File: config.mk
export PLATFORM = sky130hd
export DESIGN_NAME = step_length_cluster_averager_unit
export DESIGN_NICKNAME = d
export VERILOG_FILES = /design/src/slca_pkg.sv /design/src/slca_div.sv /design/src/slca_datapath.sv /design/src/slca_ctrl.sv /design/src/step_length_cluster_averager_unit.sv
export SDC_FILE = /design/constraint.sdc
export NUM_CORES = 2
export LEC_CHECK = 0
export ABC_AREA = 1
export BUFFER_PORTS_ARGS = -buffer_cell sky130_fd_sc_hd__buf_2
export CELL_PAD_IN_SITES_DETAIL_PLACEMENT = 0
export CELL_PAD_IN_SITES_GLOBAL_PLACEMENT = 1
export CORE_MARGIN = 10
export CORE_UTILIZATION = 45
export CTS_CLUSTER_DIAMETER = 150
export DETAILED_ROUTE_END_ITERATION = 12
export PLACE_DENSITY = 0.8
export SETUP_SLACK_MARGIN = 0.2
export SYNTH_ARGS = -nofsm -noshare
export SYNTH_HDL_FRONTEND = slang
export SYNTH_HIERARCHICAL = 1
export SYNTH_SLANG_ARGS = --single-unit
File: constraint.sdc
create_clock -name clock -period 13.5 [get_ports clock]
set_input_delay 0.675 -clock clock [delete_from_list [all_inputs] [get_ports clock]]
set_output_delay 0.675 -clock clock [all_outputs]
set_load 0.05 [all_outputs]
File: src/slca_pkg.sv
// shared constants, types and saturating arithmetic for the step length cluster averager
package slca_pkg;

   // accumulator width and hit limit
   localparam int SUM_WIDTH     = 48;
   localparam int MAX_HITS      = 65535;
   localparam int DIV_CNT_WIDTH = $clog2(SUM_WIDTH);

   // configuration register indexes
   localparam int CSR_INDEX_WIDTH = 1;
   localparam logic [CSR_INDEX_WIDTH-1:0] CSR_CLUSTER_LENGTH = 1'b0;
   localparam logic [CSR_INDEX_WIDTH-1:0] CSR_Y_OFFSET       = 1'b1;

   // controller to datapath commands
   typedef struct packed {
      logic capture;
      logic add;
      logic close;
      logic div_step;
      logic load_out;
   } slca_cmd_type;

   // datapath to controller status
   typedef struct packed {
      logic close;
   } slca_status_type;

   // signed accumulate, clamped to the accumulator range
   function automatic logic signed [SUM_WIDTH-1:0] sat_add_signed(
      input logic signed [SUM_WIDTH-1:0] acc,
      input logic signed [32:0]          val
   );
      logic signed [SUM_WIDTH:0]   total;
      logic signed [SUM_WIDTH-1:0] result;
      total = (SUM_WIDTH+1)'(acc) + (SUM_WIDTH+1)'(val);
      if (total[SUM_WIDTH] != total[SUM_WIDTH-1]) begin
         if (total[SUM_WIDTH]) begin
            result = {1'b1, {(SUM_WIDTH-1){1'b0}}};
         end else begin
            result = {1'b0, {(SUM_WIDTH-1){1'b1}}};
         end
      end else begin
         result = total[SUM_WIDTH-1:0];
      end
      return result;
   endfunction

   // unsigned 40 bit accumulate, clamped to all ones
   function automatic logic [39:0] sat_add_u40(
      input logic [39:0] acc,
      input logic [23:0] val
   );
      logic [40:0] total;
      logic [39:0] result;
      total = {1'b0, acc} + {17'b0, val};
      if (total[40]) begin
         result = {40{1'b1}};
      end else begin
         result = total[39:0];
      end
      return result;
   endfunction

endpackage

File: src/slca_div.sv
// restoring divider, one quotient bit per cycle while step is high, signed dividend, saturated 32 bit quotient
module slca_div
   import slca_pkg::*;
(
   input  logic                        clock,
   input  logic                        load,
   input  logic                        step,
   input  logic signed [SUM_WIDTH-1:0] dividend,
   input  logic [15:0]                 divisor,
   output logic signed [31:0]          quotient
);

   logic                 neg_ff;
   logic [15:0]          divisor_ff;
   logic [15:0]          rem_ff;
   logic [SUM_WIDTH-1:0] quo_ff;

   logic [SUM_WIDTH-1:0] magnitude;
   logic [16:0]          rem_shift;
   logic                 fits;
   logic [16:0]          rem_diff;
   logic                 neg_over;
   logic                 pos_over;

   // dividend magnitude at load
   assign magnitude = dividend[SUM_WIDTH-1] ? (~dividend + 1'b1) : dividend;

   // one restoring step
   assign rem_shift = {rem_ff, quo_ff[SUM_WIDTH-1]};
   assign rem_diff  = rem_shift - {1'b0, divisor_ff};
   assign fits      = rem_shift >= {1'b0, divisor_ff};

   always_ff @(posedge clock) begin
      if (load) begin
         neg_ff     <= dividend[SUM_WIDTH-1];
         divisor_ff <= divisor;
         rem_ff     <= '0;
         quo_ff     <= magnitude;
      end else if (step) begin
         rem_ff <= fits ? rem_diff[15:0] : rem_shift[15:0];
         quo_ff <= {quo_ff[SUM_WIDTH-2:0], fits};
      end
   end

   // sign restore and clamp to 32 bit signed
   assign pos_over = |quo_ff[SUM_WIDTH-1:31];
   assign neg_over = (|quo_ff[SUM_WIDTH-1:32]) || (quo_ff[31] && (|quo_ff[30:0]));

   always_comb begin
      if (neg_ff) begin
         quotient = neg_over ? 32'sh8000_0000 : (~quo_ff[31:0] + 32'd1);
      end else begin
         quotient = pos_over ? 32'sh7FFF_FFFF : quo_ff[31:0];
      end
   end

endmodule

File: src/slca_datapath.sv
// configuration registers, hit capture, cluster accumulators, dividers and result registers
module slca_datapath
   import slca_pkg::*;
(
   input  logic                       clock,
   input  logic                       reset,
   input  slca_cmd_type               cmd,
   output slca_status_type            status,
   input  logic                       csr_wen,
   input  logic [CSR_INDEX_WIDTH-1:0] csr_index,
   input  logic [31:0]                csr_wdata,
   input  logic signed [31:0]         req_hit_time,
   input  logic signed [31:0]         req_hit_x,
   input  logic signed [31:0]         req_hit_y,
   input  logic signed [31:0]         req_hit_z,
   input  logic [23:0]                req_electrons,
   input  logic [23:0]                req_step_length,
   output logic signed [31:0]         rsp_mean_time,
   output logic signed [31:0]         rsp_mean_x,
   output logic signed [31:0]         rsp_mean_y,
   output logic signed [31:0]         rsp_mean_z,
   output logic [39:0]                rsp_electron_total,
   output logic [15:0]                rsp_hit_count,
   output logic                       rsp_forced_close
);

   // configuration
   logic [23:0]        cluster_length_ff;
   logic signed [31:0] y_offset_ff;

   // captured hit
   logic signed [31:0] hit_time_ff;
   logic signed [31:0] hit_x_ff;
   logic signed [32:0] hit_y_ff;
   logic signed [31:0] hit_z_ff;
   logic [23:0]        electrons_ff;
   logic [23:0]        step_ff;

   // open cluster sums
   logic signed [SUM_WIDTH-1:0] time_sum_ff;
   logic signed [SUM_WIDTH-1:0] x_sum_ff;
   logic signed [SUM_WIDTH-1:0] y_sum_ff;
   logic signed [SUM_WIDTH-1:0] z_sum_ff;
   logic [39:0]                 electron_sum_ff;
   logic [39:0]                 length_sum_ff;
   logic [15:0]                 hits_ff;
   logic [23:0]                 latched_length_ff;

   // closed cluster payload
   logic [39:0] electron_close_ff;
   logic [15:0] hits_close_ff;
   logic        forced_ff;

   logic [39:0]        length_in;
   logic [15:0]        hits_in;
   logic [23:0]        target;
   logic               by_length;
   logic               by_count;
   logic signed [31:0] q_time;
   logic signed [31:0] q_x;
   logic signed [31:0] q_y;
   logic signed [31:0] q_z;

   // configuration writes
   always_ff @(posedge clock) begin
      if (reset) begin
         cluster_length_ff <= '0;
         y_offset_ff       <= '0;
      end else if (csr_wen) begin
         unique case (csr_index)
            CSR_CLUSTER_LENGTH: cluster_length_ff <= csr_wdata[23:0];
            CSR_Y_OFFSET:       y_offset_ff       <= csr_wdata;
         endcase
      end
   end

   // hit capture, y offset applied here
   always_ff @(posedge clock) begin
      if (cmd.capture) begin
         hit_time_ff  <= req_hit_time;
         hit_x_ff     <= req_hit_x;
         hit_y_ff     <= 33'(req_hit_y) + 33'(y_offset_ff);
         hit_z_ff     <= req_hit_z;
         electrons_ff <= req_electrons;
         step_ff      <= req_step_length;
      end
   end

   // close decision on the updated sums
   assign length_in = sat_add_u40(length_sum_ff, step_ff);
   assign hits_in   = (hits_ff != 16'hFFFF) ? (hits_ff + 16'd1) : hits_ff;

   always_comb begin
      if (cluster_length_ff != 24'd0) begin
         target = cluster_length_ff;
      end else if (latched_length_ff != 24'd0) begin
         target = latched_length_ff;
      end else begin
         target = step_ff;
      end
   end

   assign by_length    = length_in >= {16'b0, target};
   assign by_count     = hits_in >= 16'(MAX_HITS);
   assign status.close = by_length || by_count;

   // accumulators
   always_ff @(posedge clock) begin
      if (reset) begin
         time_sum_ff       <= '0;
         x_sum_ff          <= '0;
         y_sum_ff          <= '0;
         z_sum_ff          <= '0;
         electron_sum_ff   <= '0;
         length_sum_ff     <= '0;
         hits_ff           <= '0;
         latched_length_ff <= '0;
      end else if (cmd.add) begin
         time_sum_ff     <= sat_add_signed(time_sum_ff, 33'(hit_time_ff));
         x_sum_ff        <= sat_add_signed(x_sum_ff, 33'(hit_x_ff));
         y_sum_ff        <= sat_add_signed(y_sum_ff, hit_y_ff);
         z_sum_ff        <= sat_add_signed(z_sum_ff, 33'(hit_z_ff));
         electron_sum_ff <= sat_add_u40(electron_sum_ff, electrons_ff);
         length_sum_ff   <= length_in;
         hits_ff         <= hits_in;
         if (cluster_length_ff == 24'd0 && latched_length_ff == 24'd0) begin
            latched_length_ff <= step_ff;
         end
      end else if (cmd.close) begin
         time_sum_ff     <= '0;
         x_sum_ff        <= '0;
         y_sum_ff        <= '0;
         z_sum_ff        <= '0;
         electron_sum_ff <= '0;
         length_sum_ff   <= '0;
         hits_ff         <= '0;
      end
   end

   // closed cluster payload kept while dividing
   always_ff @(posedge clock) begin
      if (cmd.add) begin
         forced_ff <= by_count && !by_length;
      end
      if (cmd.close) begin
         electron_close_ff <= electron_sum_ff;
         hits_close_ff     <= hits_ff;
      end
   end

   // four dividers run side by side
   slca_div u_div_time (
      .clock    (clock),
      .load     (cmd.close),
      .step     (cmd.div_step),
      .dividend (time_sum_ff),
      .divisor  (hits_ff),
      .quotient (q_time)
   );

   slca_div u_div_x (
      .clock    (clock),
      .load     (cmd.close),
      .step     (cmd.div_step),
      .dividend (x_sum_ff),
      .divisor  (hits_ff),
      .quotient (q_x)
   );

   slca_div u_div_y (
      .clock    (clock),
      .load     (cmd.close),
      .step     (cmd.div_step),
      .dividend (y_sum_ff),
      .divisor  (hits_ff),
      .quotient (q_y)
   );

   slca_div u_div_z (
      .clock    (clock),
      .load     (cmd.close),
      .step     (cmd.div_step),
      .dividend (z_sum_ff),
      .divisor  (hits_ff),
      .quotient (q_z)
   );

   // result beat registers
   always_ff @(posedge clock) begin
      if (cmd.load_out) begin
         rsp_mean_time      <= q_time;
         rsp_mean_x         <= q_x;
         rsp_mean_y         <= q_y;
         rsp_mean_z         <= q_z;
         rsp_electron_total <= electron_close_ff;
         rsp_hit_count      <= hits_close_ff;
         rsp_forced_close   <= forced_ff;
      end
   end

endmodule

File: src/slca_ctrl.sv
// sequencer: hit accept, accumulate, close, divide and result hand-off
module slca_ctrl
   import slca_pkg::*;
(
   input  logic            clock,
   input  logic            reset,
   input  logic            req_valid,
   output logic            req_stall,
   output logic            rsp_valid,
   input  logic            rsp_stall,
   output slca_cmd_type    cmd,
   input  slca_status_type status
);

   typedef enum logic [2:0] {
      IDLE,
      ADD,
      CLOSE,
      DIVIDE,
      OUTPUT
   } state_type;

   state_type                state_ff;
   logic [DIV_CNT_WIDTH-1:0] count_ff;
   logic                     rsp_valid_ff;
   logic                     out_free;

   // result register can take a new beat
   assign out_free = !rsp_valid_ff || !rsp_stall;

   // commands decoded from state
   always_comb begin
      cmd          = '0;
      cmd.capture  = (state_ff == IDLE) && req_valid;
      cmd.add      = (state_ff == ADD);
      cmd.close    = (state_ff == CLOSE);
      cmd.div_step = (state_ff == DIVIDE);
      cmd.load_out = (state_ff == OUTPUT) && out_free;
   end

   assign req_stall = (state_ff != IDLE);
   assign rsp_valid = rsp_valid_ff;

   // state, divide counter and result valid
   always_ff @(posedge clock) begin
      if (reset) begin
         state_ff     <= IDLE;
         count_ff     <= '0;
         rsp_valid_ff <= 1'b0;
      end else begin
         if (cmd.load_out) begin
            rsp_valid_ff <= 1'b1;
         end else if (!rsp_stall) begin
            rsp_valid_ff <= 1'b0;
         end
         unique case (state_ff)
            IDLE: begin
               if (req_valid) begin
                  state_ff <= ADD;
               end
            end
            ADD: begin
               state_ff <= status.close ? CLOSE : IDLE;
            end
            CLOSE: begin
               count_ff <= '0;
               state_ff <= DIVIDE;
            end
            DIVIDE: begin
               if (count_ff == DIV_CNT_WIDTH'(SUM_WIDTH - 1)) begin
                  state_ff <= OUTPUT;
               end else begin
                  count_ff <= count_ff + 1'b1;
               end
            end
            OUTPUT: begin
               if (out_free) begin
                  state_ff <= IDLE;
               end
            end
            default: state_ff <= IDLE;
         endcase
      end
   end

endmodule

File: src/step_length_cluster_averager_unit.sv
// top level of the step length cluster averager
//
// Hits arrive as beats on the req_ channel (valid/stall); each accepted beat is
// added to the open cluster sums. When the summed step length reaches the
// cluster length, or the hit count reaches its limit, one cluster beat leaves
// on the rsp_ channel with the mean time and position, the electron total,
// the hit count and the forced close flag. A trailing partial cluster is kept.
// A hit that does not close a cluster passes through the accumulate state before
// the next hit is taken. A closing hit shows its result beat after accumulate,
// close, the divide steps in the four radix-2 dividers (one quotient bit per
// accumulator bit), and the load of the result register; the next hit is
// taken only once the sequencer is back in idle.
// The csr_ port writes cluster_length (index 0) and y_offset (index 1); write
// only while no hit is in progress.
// Reset clears the sums, the latched cluster length, the configuration registers
// and the result valid. A stalled result beat stays in its register while the next
// hits are accepted; a further closing hit waits until the beat is taken.
module step_length_cluster_averager_unit
   import slca_pkg::*;
(
   input  logic                       clock,
   input  logic                       reset,
   input  logic                       req_valid,
   output logic                       req_stall,
   input  logic signed [31:0]         req_hit_time,
   input  logic signed [31:0]         req_hit_x,
   input  logic signed [31:0]         req_hit_y,
   input  logic signed [31:0]         req_hit_z,
   input  logic [23:0]                req_electrons,
   input  logic [23:0]                req_step_length,
   output logic                       rsp_valid,
   input  logic                       rsp_stall,
   output logic signed [31:0]         rsp_mean_time,
   output logic signed [31:0]         rsp_mean_x,
   output logic signed [31:0]         rsp_mean_y,
   output logic signed [31:0]         rsp_mean_z,
   output logic [39:0]                rsp_electron_total,
   output logic [15:0]                rsp_hit_count,
   output logic                       rsp_forced_close,
   input  logic                       csr_wen,
   input  logic [CSR_INDEX_WIDTH-1:0] csr_index,
   input  logic [31:0]                csr_wdata
);

   slca_cmd_type    cmd;
   slca_status_type status;

   // sequencer
   slca_ctrl u_ctrl (
      .clock     (clock),
      .reset     (reset),
      .req_valid (req_valid),
      .req_stall (req_stall),
      .rsp_valid (rsp_valid),
      .rsp_stall (rsp_stall),
      .cmd       (cmd),
      .status    (status)
   );

   // sums, dividers and result registers
   slca_datapath u_datapath (
      .clock              (clock),
      .reset              (reset),
      .cmd                (cmd),
      .status             (status),
      .csr_wen            (csr_wen),
      .csr_index          (csr_index),
      .csr_wdata          (csr_wdata),
      .req_hit_time       (req_hit_time),
      .req_hit_x          (req_hit_x),
      .req_hit_y          (req_hit_y),
      .req_hit_z          (req_hit_z),
      .req_electrons      (req_electrons),
      .req_step_length    (req_step_length),
      .rsp_mean_time      (rsp_mean_time),
      .rsp_mean_x         (rsp_mean_x),
      .rsp_mean_y         (rsp_mean_y),
      .rsp_mean_z         (rsp_mean_z),
      .rsp_electron_total (rsp_electron_total),
      .rsp_hit_count      (rsp_hit_count),
      .rsp_forced_close   (rsp_forced_close)
   );

endmodule
* Yosys cells after proc, flatten, opt, wreduce, memory -nomap -nowiden *
Cells that the tools add are included.

operators by class
  $add $sub $neg = 21
  reduce and logical (&&, ||, !) cells = 42
  $lt $le $gt $ge = 6
  multiplexer cells = 60
  equality and inequality tests = 15
  bitwise operators = 9

operators by type and width
  operator                                        count
  two-way mux 48 bit                              25
  two-way mux 32 bit                              12
  two-way mux 40 bit                              5
  adder 48 x 1 -> 48 bit (second input constant)  4
  NOT 48 bit                                      4
  adder 48 x 32 -> 49 bit                         3
  adder 32 x 1 -> 32 bit (second input constant)  4
  NOT 32 bit                                      4
  OR reduction 31 bit                             4
  two-way mux 16 bit                              7
  adder 40 x 24 -> 41 bit                         2
  >= comparator 17 x 16 -> 1 bit                  4
  OR reduction 17 bit                             4
  OR reduction 16 bit                             4
  subtractor 16 bit                               4
  adder 48 x 33 -> 49 bit                         1
  logical NOT 24 bit                              2
  two-way mux 24 bit                              2
  nonzero test 24 bit                             2
  >= comparator 40 x 24 -> 1 bit                  1
  adder 32 x 32 -> 33 bit                         1
  adder 16 x 1 -> 16 bit (second input constant)  1
  >= comparator 16 bit (second input constant)    1
  inequality test 16 bit (second input constant)  1
  other kinds (23)                                51

storage, ports and cells
  register bits after elaboration = 1057
  output and inout bits = 187
  word-level logic and storage cells = 194

* Logic depth before layout (Yosys ltp) *
  depth in word-level cells = 7
  depth in mapped cells = 36

* Cells and area by module *
Netlist, hierarchy kept.

by module, submodules not included
  module                                 times used  seq. area each (um^2)  area an instance (um^2)  cells each
  slca_datapath                          1           19949.1                48192.5                  6255
  slca_div at u_datapath.u_div_time ...  2           2272.2                 7224.4                   1121
  slca_div at u_datapath.u_div_y ...     2           2272.2                 7143.1                   1083
  slca_ctrl                              1           200.2                  563.0                    84

* Worst setup path after synthesis *
Ideal clock, no wire load.

  path type = input to register
  start point = input port rsp_stall
  end point = register u_datapath.rsp_electron_total[0], enable pin
  required time = 12.768 ns
  path slack = 4.318 ns
  setup time = 0.732 ns
  arrival = 8.450 ns
  cell stages on the path = 3
  path buffers = 0
  cell sequence = nand2_1 -> inv_1 -> nor2_1

RTL lines
  item                  line                                     RTL
  from (decl)           step_length_cluster_averager_unit.sv:32  input logic rsp_stall,
  to (signal assigned)  slca_datapath.sv:195                     rsp_electron_total <= electron_close_ff;
  to (decl)             slca_datapath.sv:22                      output logic [39:0] rsp_electron_total,

* Worst setup path in the final report *
  start point = register u_datapath.step_ff[0]
  end point = register u_ctrl.state_ff[1]

between the ends
  word-level cells in the longest chain between the ends = 6
  elaborated cells on any way between the ends = 8

RTL lines
  item                                                                  line                                     RTL
  from (decl)                                                           slca_datapath.sv:37                      logic [23:0] step_ff;
  from (signal assigned)                                                slca_datapath.sv:85                      step_ff <= req_step_length;
  adder 40 x 24 -> 41 bit / two-way mux 24 bit (equally long branches)  slca_pkg.sv:55, slca_datapath.sv:96
  two-way mux 40 bit / two-way mux 24 bit (equally long branches)       slca_pkg.sv:56, slca_datapath.sv:94
  >= comparator 40 x 24 -> 1 bit (*)                                    slca_datapath.sv:103                     assign by_length = length_in >= {16'b0, target};
  logical OR 1 bit (*)                                                  slca_datapath.sv:105                     assign status.close = by_length || by_count;
  via status                                                            step_length_cluster_averager_unit.sv:46  slca_status_type status;
  two-way mux 2 bit (*)                                                 slca_ctrl.sv:63                          state_ff <= status.close ? CLOSE : IDLE;
  case mux 3 bit (5 select lines) (*)                                   slca_ctrl.sv:56                          unique case (state_ff)
  to (signal assigned)                                                  slca_ctrl.sv:63
  to (decl)                                                             slca_ctrl.sv:23                          state_type state_ff;

The timed path passes the listed nets; every way through them passes the cells marked *.
A chain may end at the register's enable or synchronous reset.

==> flow_summary.toml <==
[finish]
final_net_count = 11740
area.growth.synth_to_final_pct = 12.10
layout.cells.most_common = "nand2_1"
fin_cells = 13580
final_cell_mix = "nand2_1, nor2_1, inv_1"
layout-drive-gt1-share_pct = 9.334

[cts]
cts.htree.levels = 4
max-clock-path-buffers = 3
worstSkewPairLatency_ps = 830
tritoncts.num_buffers = 135
cts-root-buf = "clkbuf_16"
cts_setup_buffers = 0
cts_tree = "done"
holdBufCountCts = 103
number_of_clock_sinks = 1121
post_cts.resized_instances = 0
clk_pin_slew_worst_paths_ps = 60

[worst_setup_path]
worst_r2r_startpoint = "u_datapath/step_ff[0]$_DFFE_PP_"
cpMaxStageDelayCell = "nand3_2"
startpoint_class = "flop"
setup.worst_path.end_class = "flop"
crit_path_dat_ps = 5980
worst-r2r-cell-count = 32
setup.worst_path.start = "u_datapath/step_ff[0]$_DFFE_PP_"
r2r_slack_ps = 8160
critical-path-top-cell-by-count = "nand2_1"
critPathMaxFanout = 25
critical_path.reg2reg.endpoint = "u_ctrl/state_ff[1]$_SDFFE_PP0P_"
timing.setup.critical_path_class = "flop to flop"
cp.required_ps = 14140
slowest_delay_ps = 570

[yosys]
synth_top_flop_cell = "edfxtp_1"
synth_top_cells_by_area = "edfxtp_1, nand2_1, dfxtp_1"
synth_area_per_cell_um2 = 7.210
syn_area_um2 = 77490
post-synth-top-area-cell = "edfxtp_1"
ys_seq_elements = 1121
synth_warnings = 6
synthDistinctLibCells = 65
yosysTopAreaCellShare_pct = 26.31
synthesis.nets = 11340
share_of_the_yosys_chip_area_belonging_to_registers_pct = 37.73
number_of_flops_mapped_to_enable_cells_by_yosys = 679
synthesis.instances = 10750
ys_async_sr_fraction_pct = 0

[die]
floorplan.initialDensity_pct = 45.22
die-height_um = 435.0
design.die.area_um2 = 189200
core_area_um2 = 171400
die_w_um = 435.0
row_count = 152
floorplan.io_pins = 401

[grt]
number_of_antenna_violations_at_the_first_check_in_global_routing = 11
vias_in_the_first_global_route = 69700
grt_util_all_layers_pct = 26.62
wire_length_of_the_first_global_routing_pass_um = 404900
pin_count_of_the_biggest_net_entering_global_routing = 118
gr-total-overflow = 0

[timing]
final_hold_viols = 0
setup-tns-final_ps = 0
finalSetupViolations = 0
period_minus_slack_ps = 5339
tightest_slew_ps = 1324
finalCritPeriodShare_pct = 39.55
clock-skew-final_ps = 40.06
slew_viols_final = 0
unrepaired_setup_endpoints_after_global_routing = "false"
post-route-worst-setup-slack_ps = 8161
max_freq_mhz = 187.3
relative_max_transition_margin_pct = 11.39

[placement]
placed_cells_incl_taps = 13220
dp_hpwl_um = 204100
port_buffers = 400
pre_cts_slack_ps = 8246
finalWeightedCongestion = 0.9822

[route]
route.vias.total = 72940
detail_route.wirelength_um = 263000
detail-route-antenna-nets = 0
route.detailed.vias_per_inst = 5.373
drt-initial-drc-count = 5813
drc_errors = 0
drt-wirelength-per-cell_um = 19.37
firstDrtPassIters = 6

[worst_hold_path]
hold_path_startpoint = "req_hit_z[20]"
worst_hold_path.endpoint = "u_datapath/hit_z_ff[20]$_DFFE_PP_"
hold_path_class = "input port to flop"
hold-path-cell-count = 1

[flow_run]
max_cap_viol_count = 0

[power]
power_per_cell_area_nw_per_um2 = 243.0
vdd_ir_drop_max_uv = 152.1
p_leak_uw = 0.03759

[status]
outcome = "finished clean"
through the flow:
step           instance area [µm²]  total power (µW)  hold WS [ps]  util [%]
2_1_floorplan                77490             14030         400.3         -
3_3_place_gp                 81270             17170         403.0     47.43
3_5_place_dp                 81270             17210         406.6     47.43
4_1_cts                      86850             21080        0.7676     50.69
5_1_grt                      86860             22730         19.50     50.69
6_report                     86870             21110         54.35     50.70
where the power goes:
part | switching (µW) | internal, µW
combinational | 7980 | 3530
clock | 1580 | 2180
sequential | 1040 | 4800
cells by family after synthesis:
| family | Yosys count | share of synthesized area [%] |
|---|---|---|
| adders and majority gates | 381 | 6.258 |
| DFF | 1121 | 37.73 |
| AOI/OAI and AO/OA | 1754 | 12.47 |
| and+or+nand+nor | 5632 | 31.24 |
| xor gates and xnor gates | 418 | 4.724 |
| buffers and inverters | 1441 | 7.581 |
Yosys cell counts, types with 13 or more instances:
cell type  count
nor2_4        20
buf_6         33
nand2_1     2988
a21o_1        20
buf_2         32
o21a_1        28
a21oi_1      681
nor3_1       118
a21oi_2       99
a31oi_1       39
and2_1        13
o21ai_0      655
edfxtp_1     679
o21bai_1      49
xnor2_1      182
nand4_1      191
nand2_4       13
xor2_1       236
buf_1         15
o21ai_1      130
clkbuf_1     170
inv_2         49
nand3_2       24
nor2_2        43
nor3_2        16
nor4_1        40
ha_1         370
nand3_1      825
nor2_1      1145
nand3b_1      74
or2_2         22
nand2_2       72
inv_1       1094
dfxtp_1      442
buf_4         21
cell type report:
type                    instances  area [µm²]
well taps                    2310        2890
clock inverters                81       858.3
diodes                          6       15.01
repair buffers                548        3393
flip-flops and latches       1121       29240
multi-input cells            8185       42440
inverters                    1155        4343
fillers                     17230       84480
clock buffers                 170        3694
sequential cells by signal (all words and copies together) (netlist names), 32 cells and up:
signal,cells
u_datapath/u_div_x/quo_ff,48
u_datapath/length_sum_ff,40
u_datapath/hit_y_ff,33
u_datapath/electron_close_ff,40
u_datapath/hit_z_ff,32
u_datapath/hit_x_ff,32
u_datapath/z_sum_ff,48
u_datapath/u_div_y/quo_ff,48
u_datapath/rsp_mean_time,32
u_datapath/rsp_electron_total,40
u_datapath/time_sum_ff,48
u_datapath/x_sum_ff,48
u_datapath/electron_sum_ff,40
u_datapath/y_offset_ff,32
u_datapath/u_div_z/quo_ff,48
u_datapath/hit_time_ff,32
u_datapath/rsp_mean_z,32
u_datapath/y_sum_ff,48
u_datapath/rsp_mean_x,32
u_datapath/rsp_mean_y,32
u_datapath/u_div_time/quo_ff,48
worst max-delay path: cells and delay by family, from the launching register on:
family                     cells  cell delay, ps
and+or+nand+nor               26            2990
DFF                            1             410
AOI/OAI and AO/OA              2             240
adders and majority gates      3            1010
buffers and inverters          1             520
worst max path at each step:
stage	endpoint	slack (ps)
3_3_place_gp	u_ctrl/state_ff[1]$_SDFFE_PP0P_	8290
4_1_cts	u_ctrl/state_ff[1]$_SDFFE_PP0P_	8230
6_report	u_ctrl/state_ff[1]$_SDFFE_PP0P_	8160
2_1_floorplan	u_datapath/rsp_electron_total[0]$_DFFE_PP_	4320
3_5_place_dp	u_ctrl/state_ff[1]$_SDFFE_PP0P_	8250
5_1_grt	u_ctrl/state_ff[1]$_SDFFE_PP0P_	7780
layer usage:
layer	routed length (µm)	share of wire, %	GRT usage [%]	up-vias
met2	121500	46	44.02	2032
met4	9293	3.5	9.213	4
met1	117800	45	35.74	33990
met3	14320	5.4	3.459	380
li1	-	-	-	36540
met5	33	0.013	0	-
Note: power is estimated with default switching activity, not from simulation.
